**src/rtl/bpcm_pkg.sv**
```systemverilog
// ---------------------------------------------------------------------------
// bpcm_pkg: shared definitions for the balance PWM with charge meter
// Constants, microcode encodings, control and status structs, and the
// microcode program ROM.
// ---------------------------------------------------------------------------
package bpcm_pkg;

	// Fixed arithmetic constants.
	localparam logic [15:0] PERIOD_TICKS = 16'd1000;
	localparam logic [7:0]  PHASE_WRAP   = 8'd255;
	localparam logic [9:0]  MV_SCALE     = 10'd1000;
	localparam int          NUM_W        = 40;  // mV * on * 1000 fits in 40 bits
	localparam int          DVS_W        = 20;  // 36 * 16383 fits in 20 bits
	localparam int          PROD_W       = 23;  // mV * 1000
	localparam int          QCNT_W       = 6;
	localparam logic [QCNT_W-1:0] QCNT_INIT = QCNT_W'(NUM_W - 1);
	localparam logic [13:0] RES_RESET    = 14'd440;

	// Microcode widths.
	localparam int OP_W  = 3;
	localparam int CND_W = 3;
	localparam int PC_W  = 4;

	// Datapath operations.
	localparam logic [OP_W-1:0] OP_NOP  = 3'd0;
	localparam logic [OP_W-1:0] OP_TICK = 3'd1;
	localparam logic [OP_W-1:0] OP_MUL1 = 3'd2;
	localparam logic [OP_W-1:0] OP_MUL2 = 3'd3;
	localparam logic [OP_W-1:0] OP_DIV  = 3'd4;
	localparam logic [OP_W-1:0] OP_ACC  = 3'd5;
	localparam logic [OP_W-1:0] OP_STOP = 3'd6;
	localparam logic [OP_W-1:0] OP_PUB  = 3'd7;

	// Jump conditions; a step jumps to its target when its condition holds.
	localparam logic [CND_W-1:0] CND_NEXT     = 3'd0;
	localparam logic [CND_W-1:0] CND_ALWAYS   = 3'd1;
	localparam logic [CND_W-1:0] CND_NO_START = 3'd2;
	localparam logic [CND_W-1:0] CND_STOP     = 3'd3;
	localparam logic [CND_W-1:0] CND_NO_CHG   = 3'd4;
	localparam logic [CND_W-1:0] CND_DIV_RUN  = 3'd5;
	localparam logic [CND_W-1:0] CND_OUT_BUSY = 3'd6;

	// Program addresses.
	localparam logic [PC_W-1:0] ST_IDLE   = 4'd0;
	localparam logic [PC_W-1:0] ST_DECODE = 4'd1;
	localparam logic [PC_W-1:0] ST_TICK   = 4'd2;
	localparam logic [PC_W-1:0] ST_MUL1   = 4'd3;
	localparam logic [PC_W-1:0] ST_MUL2   = 4'd4;
	localparam logic [PC_W-1:0] ST_DIV    = 4'd5;
	localparam logic [PC_W-1:0] ST_ACC    = 4'd6;
	localparam logic [PC_W-1:0] ST_STOP   = 4'd7;
	localparam logic [PC_W-1:0] ST_WAIT   = 4'd8;
	localparam logic [PC_W-1:0] ST_PUB    = 4'd9;

	typedef struct packed {
		logic [OP_W-1:0]  op;
		logic [CND_W-1:0] cnd;
		logic [PC_W-1:0]  target;
	} ucw_t;

	typedef struct packed {
		logic start;
		logic is_stop;
		logic no_charge;
		logic div_run;
		logic out_busy;
	} dp_status_t;

	function automatic ucw_t ucode(input logic [PC_W-1:0] pc);
		ucw_t w;
		begin
			case (pc)
				ST_IDLE:   w = '{OP_NOP,  CND_NO_START, ST_IDLE};
				ST_DECODE: w = '{OP_NOP,  CND_STOP,     ST_STOP};
				ST_TICK:   w = '{OP_TICK, CND_NEXT,     ST_IDLE};
				ST_MUL1:   w = '{OP_MUL1, CND_NO_CHG,   ST_WAIT};
				ST_MUL2:   w = '{OP_MUL2, CND_NEXT,     ST_IDLE};
				ST_DIV:    w = '{OP_DIV,  CND_DIV_RUN,  ST_DIV};
				ST_ACC:    w = '{OP_ACC,  CND_ALWAYS,   ST_WAIT};
				ST_STOP:   w = '{OP_STOP, CND_NEXT,     ST_IDLE};
				ST_WAIT:   w = '{OP_NOP,  CND_OUT_BUSY, ST_WAIT};
				ST_PUB:    w = '{OP_PUB,  CND_ALWAYS,   ST_IDLE};
				default:   w = '{OP_NOP,  CND_ALWAYS,   ST_IDLE};
			endcase
			return w;
		end
	endfunction

endpackage

```
**src/rtl/bpcm_seq.sv**
```systemverilog
// ---------------------------------------------------------------------------
// bpcm_seq: microcode sequencer
// Step counter, program ROM lookup and conditional jump logic.
// ---------------------------------------------------------------------------
module bpcm_seq import bpcm_pkg::*; (
	input  logic             clk,
	input  logic             arst_n,
	input  dp_status_t       status,
	output logic [OP_W-1:0]  op,
	output logic             idle
);

	logic [PC_W-1:0] pc_q;
	ucw_t            cw;
	logic            take;

	always_comb begin
		cw = ucode(pc_q);
		case (cw.cnd)
			CND_NEXT:     take = 1'b0;
			CND_ALWAYS:   take = 1'b1;
			CND_NO_START: take = !status.start;
			CND_STOP:     take = status.is_stop;
			CND_NO_CHG:   take = status.no_charge;
			CND_DIV_RUN:  take = status.div_run;
			CND_OUT_BUSY: take = status.out_busy;
			default:      take = 1'b1;
		endcase
	end

	always_ff @(posedge clk or negedge arst_n) begin
		if (!arst_n) begin
			pc_q <= ST_IDLE;
		end else begin
			pc_q <= take ? cw.target : pc_q + PC_W'(1);
		end
	end

	assign op   = cw.op;
	assign idle = (pc_q == ST_IDLE);

endmodule

```
**src/rtl/bpcm_dp.sv**
```systemverilog
// ---------------------------------------------------------------------------
// bpcm_dp: datapath
// PWM counters, charge multiplier, bit-serial divider, accumulator and
// result register, each step selected by the microcode operation.
// ---------------------------------------------------------------------------
module bpcm_dp import bpcm_pkg::*; (
	input  logic             clk,
	input  logic             arst_n,
	input  logic [OP_W-1:0]  op,
	input  logic             accept,
	input  logic             opcode,
	input  logic [7:0]       duty_setpoint,
	input  logic [12:0]      cell_millivolts,
	input  logic [13:0]      res_centiohm,
	input  logic             out_stall,
	output dp_status_t       status,
	output logic             out_valid,
	output logic             load_on,
	output logic [47:0]      charge_total,
	output logic             charge_updated
);

	logic              opcode_q;
	logic [7:0]        duty_q;
	logic [12:0]       mv_q;
	logic [7:0]        phase_q;
	logic [15:0]       period_q;
	logic [15:0]       on_q;
	logic [47:0]       acc_q;
	logic [PROD_W-1:0] prod_q;
	logic [NUM_W-1:0]  num_q;
	logic [DVS_W-1:0]  rem_q;
	logic [DVS_W-1:0]  dvs_q;
	logic [QCNT_W-1:0] qcnt_q;
	logic              load_on_q;
	logic              upd_q;
	logic              out_valid_q;
	logic              out_load_on_q;
	logic [47:0]       out_total_q;
	logic              out_upd_q;

	logic [7:0]        phase_inc;
	logic [7:0]        phase_nxt;
	logic              on_nxt;
	logic [13:0]       r_eff;
	logic [DVS_W-1:0]  dvs_nxt;
	logic [DVS_W:0]    rem_sh;
	logic [DVS_W:0]    rem_sub;
	logic              rem_ge;
	logic              publish;
	logic [PROD_W+15:0] num_prod;

	always_comb begin
		phase_inc = phase_q + 8'd1;
		phase_nxt = (phase_inc == PHASE_WRAP) ? 8'd0 : phase_inc;
		on_nxt    = (phase_nxt <= duty_q);
		// A zero resistance setting is treated as one.
		r_eff     = (res_centiohm == 14'd0) ? 14'd1 : res_centiohm;
		dvs_nxt   = {1'b0, r_eff, 5'b0} + {4'b0, r_eff, 2'b0};
		num_prod  = prod_q * on_q;
		rem_sh    = {rem_q, num_q[NUM_W-1]};
		rem_sub   = rem_sh - {1'b0, dvs_q};
		rem_ge    = (rem_sh >= {1'b0, dvs_q});
		publish   = (op == OP_PUB);
	end

	always_ff @(posedge clk or negedge arst_n) begin
		if (!arst_n) begin
			phase_q  <= '0;
			period_q <= '0;
			on_q     <= '0;
			acc_q    <= '0;
		end else begin
			case (op)
				OP_TICK: begin
					phase_q  <= phase_nxt;
					period_q <= period_q + 16'd1;
					if (on_nxt) begin
						on_q <= on_q + 16'd1;
					end
				end
				OP_ACC: begin
					acc_q    <= acc_q + {8'b0, num_q};
					period_q <= '0;
					on_q     <= '0;
				end
				OP_STOP: begin
					period_q <= '0;
					on_q     <= '0;
				end
				default: begin
				end
			endcase
		end
	end

	// Per-transaction working registers; no reset needed.
	always_ff @(posedge clk) begin
		if (accept) begin
			opcode_q  <= opcode;
			duty_q    <= duty_setpoint;
			mv_q      <= cell_millivolts;
			load_on_q <= 1'b0;
			upd_q     <= 1'b0;
		end
		case (op)
			OP_TICK: begin
				load_on_q <= on_nxt;
			end
			OP_MUL1: begin
				prod_q <= {10'b0, mv_q} * PROD_W'(MV_SCALE);
				dvs_q  <= dvs_nxt;
			end
			OP_MUL2: begin
				num_q  <= NUM_W'(num_prod);
				rem_q  <= '0;
				qcnt_q <= QCNT_INIT;
			end
			OP_DIV: begin
				// Restoring division, one quotient bit per step.
				rem_q  <= rem_ge ? rem_sub[DVS_W-1:0] : rem_sh[DVS_W-1:0];
				num_q  <= {num_q[NUM_W-2:0], rem_ge};
				qcnt_q <= qcnt_q - QCNT_W'(1);
			end
			OP_ACC: begin
				upd_q <= 1'b1;
			end
			default: begin
			end
		endcase
	end

	always_ff @(posedge clk or negedge arst_n) begin
		if (!arst_n) begin
			out_valid_q <= 1'b0;
		end else if (publish) begin
			out_valid_q <= 1'b1;
		end else if (out_valid_q && !out_stall) begin
			out_valid_q <= 1'b0;
		end
	end

	always_ff @(posedge clk) begin
		if (publish) begin
			out_load_on_q <= load_on_q;
			out_total_q   <= acc_q;
			out_upd_q     <= upd_q;
		end
	end

	always_comb begin
		status.start     = accept;
		status.is_stop   = opcode_q;
		status.no_charge = (period_q != PERIOD_TICKS) || (on_q == 16'd0);
		status.div_run   = (qcnt_q != '0);
		status.out_busy  = out_valid_q && out_stall;
	end

	assign out_valid      = out_valid_q;
	assign load_on        = out_load_on_q;
	assign charge_total   = out_total_q;
	assign charge_updated = out_upd_q;

endmodule

```
**src/rtl/balance_pwm_with_charge_meter.sv**
```systemverilog
// ---------------------------------------------------------------------------
// balance_pwm_with_charge_meter: PWM bypass control with charge metering
// A tick runs decode, tick, the charge check, output wait and publish; a stop
// runs decode, stop, wait and publish; a tick that closes a charged period adds
// the multiply steps, the 40-step divider and the accumulate step. One
// transaction is in flight at a time; the next can be accepted in the same cycle as the result appears.
// Reset clears the phase, period and on-tick counters and the accumulator; resistance resets to 440.
// ---------------------------------------------------------------------------
module balance_pwm_with_charge_meter import bpcm_pkg::*; (
	input  logic        clk,
	input  logic        arst_n,
	input  logic        psel,
	input  logic        penable,
	input  logic        pwrite,
	input  logic [2:0]  paddr,
	input  logic [31:0] pwdata,
	output logic [31:0] prdata,
	output logic        pready,
	input  logic        in_valid,
	output logic        in_stall,
	input  logic        opcode,
	input  logic [7:0]  duty_setpoint,
	input  logic [12:0] cell_millivolts,
	output logic        out_valid,
	input  logic        out_stall,
	output logic        load_on,
	output logic [47:0] charge_total,
	output logic        charge_updated
);

	logic [13:0]     res_q;
	logic [OP_W-1:0] op;
	logic            idle;
	logic            accept;
	dp_status_t      status;

	always_ff @(posedge clk or negedge arst_n) begin
		if (!arst_n) begin
			res_q <= RES_RESET;
		end else if (psel && penable && pwrite && (paddr[2] == 1'b0)) begin
			res_q <= pwdata[13:0];
		end
	end

	assign pready   = 1'b1;
	assign prdata   = (paddr[2] == 1'b0) ? {18'b0, res_q} : 32'd0;
	assign in_stall = !idle;
	assign accept   = in_valid && idle;

	bpcm_seq u_seq (
		.clk    (clk),
		.arst_n (arst_n),
		.status (status),
		.op     (op),
		.idle   (idle)
	);

	bpcm_dp u_dp (
		.clk             (clk),
		.arst_n          (arst_n),
		.op              (op),
		.accept          (accept),
		.opcode          (opcode),
		.duty_setpoint   (duty_setpoint),
		.cell_millivolts (cell_millivolts),
		.res_centiohm    (res_q),
		.out_stall       (out_stall),
		.status          (status),
		.out_valid       (out_valid),
		.load_on         (load_on),
		.charge_total    (charge_total),
		.charge_updated  (charge_updated)
	);

endmodule

```
**config.mk**
```make
export PLATFORM = sky130hd
export DESIGN_NAME = balance_pwm_with_charge_meter
export DESIGN_NICKNAME = d
export VERILOG_FILES = /design/src/rtl/bpcm_pkg.sv /design/src/rtl/bpcm_seq.sv /design/src/rtl/bpcm_dp.sv /design/src/rtl/balance_pwm_with_charge_meter.sv
export SDC_FILE = /design/constraint.sdc
export NUM_CORES = 1
export LEC_CHECK = 0
export BUFFER_PORTS_ARGS = -buffer_cell sky130_fd_sc_hd__buf_2
export CAP_MARGIN = 20
export CORE_ASPECT_RATIO = 1.4
export CORE_MARGIN = 2
export CORE_UTILIZATION = 60
export CTS_BUF_LIST = sky130_fd_sc_hd__clkbuf_4 sky130_fd_sc_hd__clkbuf_8 sky130_fd_sc_hd__clkbuf_16
export CTS_CLUSTER_SIZE = 40
export DETAILED_ROUTE_END_ITERATION = 10
export PLACE_DENSITY = 0.82
export SYNTH_ARGS = -nofsm -noshare
export SYNTH_HDL_FRONTEND = slang
export SYNTH_SLANG_ARGS = --single-unit
```
**constraint.sdc**
```tcl
create_clock -name clk -period 7.5 [get_ports clk]
set_input_delay 0.75 -clock clk [delete_from_list [all_inputs] [get_ports clk]]
set_output_delay 0.75 -clock clk [all_outputs]
set_load 0.05 [all_outputs]
```
## Word level (Yosys, flattened, before mapping)

Memory sizes are Yosys's and may differ from the RTL's.
Index checks and enable logic that the tools add are counted.
Widths: inputs -> output; s select.

| cells by class | value |
|---|---|
| magnitude comparators | 2 |
| muxes and demuxes | 16 |
| equal/unequal tests | 15 |
| $mul | 2 |
| shifts and indexed selects | 0 |
| div/mod/pow operators | 0 |
| $add $sub $neg | 8 |
| bitwise gates (word level) | 1 |
| reduce and logical (&&, ||, !) cells | 21 |

Operator list:

| operator | number |
|---|---|
| $pmux 40 s2 | 1 |
| $pmux 16 s2 | 2 |
| $add 48x40->48 | 1 |
| $pmux 20 s2 | 1 |
| $mul 20x16->36 | 1 |
| $add 16x1->16 const B | 2 |
| $mux 14 | 2 |
| $eq 3x3->1 const B | 7 |
| $ge 21x20->1 | 1 |
| $add 19x16->20 | 1 |
| $mul 13x7->20 const B | 1 |
| $mux 20 | 1 |
| $sub 20x20->20 | 1 |
| $logic_not 16->1 | 1 |
| $mux 16 | 1 |
| $ne 16x10->1 const B | 1 |
| $logic_not 14->1 | 1 |
| $eq 3x2->1 const B | 4 |
| $pmux 6 s2 | 1 |
| $add 8x1->8 const B | 1 |
| $eq 8x8->1 const B | 1 |
| $le 8x8->1 | 1 |
| $mux 8 | 1 |
| $reduce_bool 2->1 | 4 |
| other kinds (16) | 26 |

| storage, ports and cells | value |
|---|---|
| bits of input ports | 64 |
| memory bits (writable) | 0 |
| latch bits | 0 |
| bits in registers | 287 |
| ROM bits | 160 |
| memories kept | 1 |

Memories:

| name | depth | bits a word | rd ports | clocked after Yosys merged registers in | write ports | RTL line | RTL |
|---|---|---|---|---|---|---|---|
| (no name shown) | 16 | 10 | 1 | 0 | 0 | bpcm_pkg.sv:72 | `case (pc)` |

## Logic depth before layout (Yosys ltp)

| logic depth | value |
|---|---|
| depth after elaboration | 6 |
| mapped depth | 25 |
| mapped depth without buffers | 23 |

## By module

From an unflattened synthesis, not the netlist that was laid out.

| unflattened totals | value |
|---|---|
| cell total of the unflattened synthesis | 2905 |
| area total of the unflattened synthesis | 28128.2 µm² |

Modules (own cells, without submodules):

| module | cells each | times used | area each (µm²) |
|---|---|---|---|
| bpcm_dp | 2790 | 1 | 26869.5 |
| balance_pwm_with_charge_meter | 68 | 1 | 843.3 |
| bpcm_seq | 47 | 1 | 415.4 |

## Least setup slack after synthesis

No wires, ideal clock.

| timing path | value |
|---|---|
| path kind | flip-flop to flip-flop |
| start | register u_seq.pc_q[1] |
| end | register u_dp.num_q[0], enable pin |
| period minus slack after synthesis | 6.514 ns |
| required time | 6.919 ns |
| arrival time | 5.932 ns |
| cell stages (with the launch flop) | 7 |
| library setup time | 0.581 ns |
| path slack | 0.986 ns |
| path through | dfrtp_1 inv_1 ha_1 clkbuf_1 and3b_1 a21o_1 o21ai_0 |

| on the way | value |
|---|---|
| longest elaborated chain between the ends | 3 |
| elaborated cells on any way between the ends | 4 |

RTL lines:

| element | RTL line | RTL |
|---|---|---|
| start: declaration | bpcm_seq.sv:13 | `logic [PC_W-1:0] pc_q;` |
| start signal: assignment | bpcm_seq.sv:35 | `pc_q <= take ? cw.target : pc_q + PC_W'(1);` |
| $mem_v2 16x10 * | - |  |
| $eq 3x2->1 or $eq 3x3->1 (tied branches) | bpcm_dp.sv:106 | `case (op)` |
| $reduce_bool 2->1 (no line) * | - |  |
| end signal: assignment | bpcm_dp.sv:115 | `num_q <= NUM_W'(num_prod);` |
| end signal: assignment | bpcm_dp.sv:122 | `num_q <= {num_q[NUM_W-2:0], rem_ge};` |
| end: declaration | bpcm_dp.sv:31 | `logic [NUM_W-1:0] num_q;` |

Mark *: on every way between the ends. The rest lies on a longest branch, timed or not.
A chain may end at the register's enable or synchronous reset.

## Worst setup path in the final report

| timing path | value |
|---|---|
| start | register u_dp.on_q[12] |
| end | register u_dp.num_q[37], data pin |

| on the way | value |
|---|---|
| longest elaborated chain between the ends | 2 |

RTL lines:

| element | RTL line | RTL |
|---|---|---|
| start: declaration | bpcm_dp.sv:28 | `logic [15:0] on_q;` |
| start signal: assignment | bpcm_dp.sv:79 | `on_q <= on_q + 16'd1;` |
| $mul 20x16->36 | bpcm_dp.sv:60 | `num_prod = prod_q * on_q;` |
| $pmux 40 s2 | bpcm_dp.sv:106 |  |

Every way passes these cells.

==> metrics.txt <==
# TYPE chip_impl_metric gauge
chip_impl_metric{name="slowest_delay",unit="ns"} 0.74
chip_impl_info{name="synth_top_flop_cell",value="sky130_fd_sc_hd__edfxtp_1"} 1
chip_impl_metric{name="ff_latch_area",unit="um2"} 8019
chip_impl_info{name="holdCritPathClass",value="in2async"} 1
chip_impl_info{name="rsz0062_at_grt",value="false"} 1
chip_impl_metric{name="cts.reportedPaths.clkPinSlew",unit="ns"} 0.06
chip_impl_metric{name="clock-skew-final",unit="ns"} 0.03123
chip_impl_metric{name="vias_per_cell",unit=""} 5.732
chip_impl_metric{name="postRouteAntennaNets",unit=""} 0
chip_impl_metric{name="design.die.area",unit="um2"} 48080
chip_impl_metric{name="clk-insertion-delay-late",unit="ns"} 0.59
chip_impl_metric{name="fin_hold_ws",unit="ns"} 0.1481
chip_impl_metric{name="path_max_fanout",unit=""} 24
chip_impl_metric{name="ctsHtreeMaxLevel",unit=""} 1
chip_impl_metric{name="cp_data_arrival_time",unit="ns"} 7.31
chip_impl_metric{name="io_pins",unit=""} 149
chip_impl_metric{name="drt-wirelength-per-cell",unit="um"} 17.02
chip_impl_info{name="cts_root_buf",value="sky130_fd_sc_hd__clkbuf_16"} 1
chip_impl_metric{name="totalWireLength",unit="um"} 60250
chip_impl_metric{name="filler_cell_count",unit=""} 3600
chip_impl_metric{name="max_freq",unit="GHz"} 0.1428
chip_impl_metric{name="post_cts_hold_buffer_count",unit=""} 0
chip_impl_metric{name="antenna-diode-count",unit=""} 0
chip_impl_metric{name="place_worst_setup_slack",unit="ns"} 0.5458
chip_impl_metric{name="global_route.usage.total",unit=""} 0.2616
chip_impl_metric{name="final-max-slew-violation-count",unit=""} 0
chip_impl_metric{name="fraction_of_final_layout_cells_with_drive_strength_greater_than_1",unit=""} 0.08108
chip_impl_info{name="run_status",value="finished clean"} 1
chip_impl_metric{name="final_net_count",unit=""} 3505
chip_impl_info{name="cp-start-kind",value="flop"} 1
chip_impl_metric{name="fp.dieH",unit="um"} 258.6
chip_impl_info{name="ys_top_cells_by_area",value="sky130_fd_sc_hd__fa_1 21%, sky130_fd_sc_hd__edfxtp_1 19%, sky130_fd_sc_hd__ha_1 11%"} 1
chip_impl_info{name="post-synth-top-area-cell",value="sky130_fd_sc_hd__fa_1"} 1
chip_impl_info{name="synth_top_cells_by_count",value="386 x sky130_fd_sc_hd__inv_1, 352 x sky130_fd_sc_hd__nand2_1, 295 x sky130_fd_sc_hd__fa_1"} 1
chip_impl_info{name="worstSetupPathType",value="reg2reg"} 1
chip_impl_metric{name="finalHoldViolCount",unit=""} 0
chip_impl_metric{name="required_time_of_the_critical_path",unit="ns"} 7.80
chip_impl_metric{name="synth.distinct_cells",unit=""} 80
chip_impl_metric{name="grt_start_max_net_pins",unit=""} 80
chip_impl_metric{name="vias",unit=""} 20290
chip_impl_metric{name="grt_pass1_vias",unit=""} 21690
chip_impl_metric{name="synth_warnings",unit=""} 0
chip_impl_metric{name="post-route-min-period",unit="ns"} 7.004
chip_impl_info{name="worst_path_max_delay_cell",value="sky130_fd_sc_hd__dfrtp_1"} 1
chip_impl_metric{name="path_buf_inv",unit=""} 4
chip_impl_metric{name="drcViolationCount",unit=""} 0
chip_impl_metric{name="leakage",unit="nW"} 14.08
chip_impl_metric{name="synth_enable_flop_cells",unit=""} 177
chip_impl_metric{name="grt_overflow_total",unit=""} 0
chip_impl_metric{name="synth.ff_latch_count",unit=""} 285
chip_impl_metric{name="drt_first_iter_violations",unit=""} 1217
chip_impl_metric{name="drv_cap",unit=""} 0
chip_impl_metric{name="area_growth_synth_to_finish",unit="%"} 6.898
chip_impl_metric{name="gp_congestion",unit=""} 0.9139
chip_impl_metric{name="cts_num_sinks",unit=""} 285
chip_impl_metric{name="totalNegativeSetupSlack",unit="ns"} 0
chip_impl_metric{name="multiInputGateArea",unit="um2"} 17750
chip_impl_metric{name="power.density",unit="nW/um2"} 362.8
chip_impl_metric{name="cts_max_path_buffers",unit=""} 3
chip_impl_metric{name="core-area",unit="um2"} 45850
chip_impl_metric{name="rows",unit=""} 93
chip_impl_metric{name="number_of_cts_inserted_buffers",unit=""} 28
chip_impl_metric{name="io_buffers",unit=""} 109
chip_impl_metric{name="synthesis.instances",unit=""} 2872
chip_impl_metric{name="cts-resized-gates",unit=""} 0
chip_impl_info{name="tritoncts",value="yes"} 1
chip_impl_metric{name="grt_pass1_wl",unit="um"} 102400
chip_impl_metric{name="ys_async_sr_fraction",unit=""} 0.3754
chip_impl_metric{name="dr.pass1.iters",unit=""} 6
chip_impl_info{name="endpoint_kind",value="flop"} 1
chip_impl_metric{name="final_worst_path_cycle_share",unit=""} 0.9338
chip_impl_info{name="path_cells",value="and2_1, fa_1, inv_1, fa_1, inv_1, fa_1, fa_1, fa_1, inv_1, fa_1, inv_1, ha_1, a21o_1, a21oi_1, o211ai_1, a221oi_1, o221ai_1, nand4bb_1, a41o_1, xnor2_1, o21ai_0"} 1
chip_impl_info{name="crit_path_frequent_cell",value="sky130_fd_sc_hd__fa_1"} 1
chip_impl_metric{name="final_ws_setup",unit="ns"} 0.4962
chip_impl_metric{name="max-vdd-ir-drop",unit="mV"} 0.3634
chip_impl_info{name="crit_family",value="adder cells"} 1
chip_impl_metric{name="die_x",unit="um"} 185.9
chip_impl_metric{name="yosysTopAreaCellShare",unit=""} 0.2125
chip_impl_metric{name="postCtsSetupRepairBufs",unit=""} 0
chip_impl_metric{name="final-setup-viol-count",unit=""} 0
chip_impl_metric{name="synthesis.area_per_instance",unit="um2"} 9.676
chip_impl_metric{name="yosysSeqAreaShare",unit=""} 0.2886
chip_impl_info{name="synth.most_common_cell",value="sky130_fd_sc_hd__inv_1"} 1
chip_impl_metric{name="slew_headroom",unit=""} 0.3509
chip_impl_metric{name="initial_utilization",unit=""} 0.6061
chip_impl_metric{name="mappedNetlistArea",unit="um2"} 27790
chip_impl_metric{name="worst_pin_slew",unit="ns"} 0.9736
chip_impl_metric{name="grt_antenna_before_repair",unit=""} 0
chip_impl_metric{name="place.detailed.hpwl",unit="um"} 46040
==> layout by cell type, fill, tap and decap left out, types with 8 or more instances in the layout <==
cell type,n
sky130_fd_sc_hd__or3_1,8
sky130_fd_sc_hd__xor2_1,56
sky130_fd_sc_hd__and3_1,16
sky130_fd_sc_hd__clkbuf_16,29
sky130_fd_sc_hd__o211ai_1,16
sky130_fd_sc_hd__a211oi_1,9
sky130_fd_sc_hd__buf_2,108
sky130_fd_sc_hd__edfxtp_1,177
sky130_fd_sc_hd__buf_4,24
sky130_fd_sc_hd__o21bai_1,16
sky130_fd_sc_hd__o21ai_0,120
sky130_fd_sc_hd__nor4_1,8
sky130_fd_sc_hd__nor3_1,29
sky130_fd_sc_hd__nor2_1,150
sky130_fd_sc_hd__mux2_2,16
sky130_fd_sc_hd__ha_1,245
sky130_fd_sc_hd__conb_1,19
sky130_fd_sc_hd__nand3_1,52
sky130_fd_sc_hd__dfrtp_1,102
sky130_fd_sc_hd__nand2_1,352
sky130_fd_sc_hd__fa_1,295
sky130_fd_sc_hd__mux2i_1,11
sky130_fd_sc_hd__inv_1,386
sky130_fd_sc_hd__and2_1,151
sky130_fd_sc_hd__o21ai_1,11
sky130_fd_sc_hd__o21a_1,8
sky130_fd_sc_hd__nand2b_1,10
sky130_fd_sc_hd__o31ai_1,16
sky130_fd_sc_hd__xnor2_1,83
sky130_fd_sc_hd__nand4_1,34
sky130_fd_sc_hd__a21oi_1,137
sky130_fd_sc_hd__nor2b_1,25
sky130_fd_sc_hd__a21o_1,61
sky130_fd_sc_hd__a31oi_1,16
==> per-layer routing <==
metal | share of wire | global-route usage | vias up
met2 | 0.52 | 0.4764 | 655
met4 | 0.045 | 0.1188 | 0
li1 | - | - | 9493
met1 | 0.38 | 0.3063 | 9918
met3 | 0.054 | 0.03078 | 227
met5 | 0 | 0 | -
==> flip-flops by register name, summed over array words and instances, names as in the netlist <==
register / flops
u_dp.opcode_q: 1
u_dp.charge_total: 48
u_dp.on_q: 16
u_dp.load_on_q: 1
u_dp.upd_q: 1
u_dp.out_valid: 1
u_dp.charge_updated: 1
u_dp.qcnt_q: 6
u_seq.pc_q: 4
u_dp.rem_q: 20
u_dp.period_q: 16
u_dp.mv_q: 13
u_dp.num_q: 40
u_dp.dvs_q: 18
u_dp.prod_q: 20
res_q: 14
u_dp.acc_q: 48
u_dp.duty_q: 8
u_dp.load_on: 1
u_dp.phase_q: 8
==> cell families after synthesis <==
group | share of synthesized area
xor gates and xnor gates | 0.04381
AOI/OAI and AO/OA | 0.1067
other | 0.0002702
adders and majority gates | 0.3228
and+or+nand+nor | 0.1511
muxes | 0.01045
DFF | 0.2886
buffers and inverters | 0.07623
==> power breakdown <==
group / internal [mW] / switching (mW)
clock: 0.828 / 0.624
sequential: 2.43 / 0.622
combinational: 2.57 / 3.71
==> final cells by class <==
type,instances,share of cell area
multi-input combinational,2067,0.5976
sequential,285,0.2699
clock buffer,37,0.02687
clock inverter,15,0.005644
timing repair buffer,133,0.02519
tap,617,0.02599
inverter,386,0.04877
==> final timing paths <==
kind | depth (start not counted) | endpoint | startpoint | slack, ns
setup / recovery | 21 | u_dp.num_q[37]$_DFFE_PP_ | u_dp.on_q[12]$_DFFE_PN0P_ | 0.50
hold / removal | 1 | u_dp.phase_q[1]$_DFFE_PN0P_ | arst_n | 0.15
setup reg to reg | 21 | u_dp.num_q[37]$_DFFE_PP_ | u_dp.on_q[12]$_DFFE_PN0P_ | 0.50
hold reg to reg | 0 | u_dp.load_on$_DFFE_PP_ | u_dp.load_on_q$_SDFFCE_PN0P_ | 0.43
max in group asynchronous | 2 | u_dp.acc_q[32]$_DFFE_PN0N_ | arst_n | 6.02
min in group clk | 1 | u_dp.duty_q[4]$_DFFE_PP_ | duty_setpoint[4] | 0.33
==> stage by stage <==
stage | util | area, um2 | power (mW) | instances
2_1_floorplan | - | 27850 | 7.858 | 2889
4_1_cts | 0.6473 | 29680 | 10.76 | 3539
3_3_place_gp | 0.6263 | 28710 | 8.917 | 3487
3_5_place_dp | 0.6263 | 28710 | 9.209 | 3487
5_1_grt | 0.6479 | 29710 | 11.71 | 3540
6_report | 0.6479 | 29710 | 10.78 | 3540
Power figures use the tool's default switching activity.
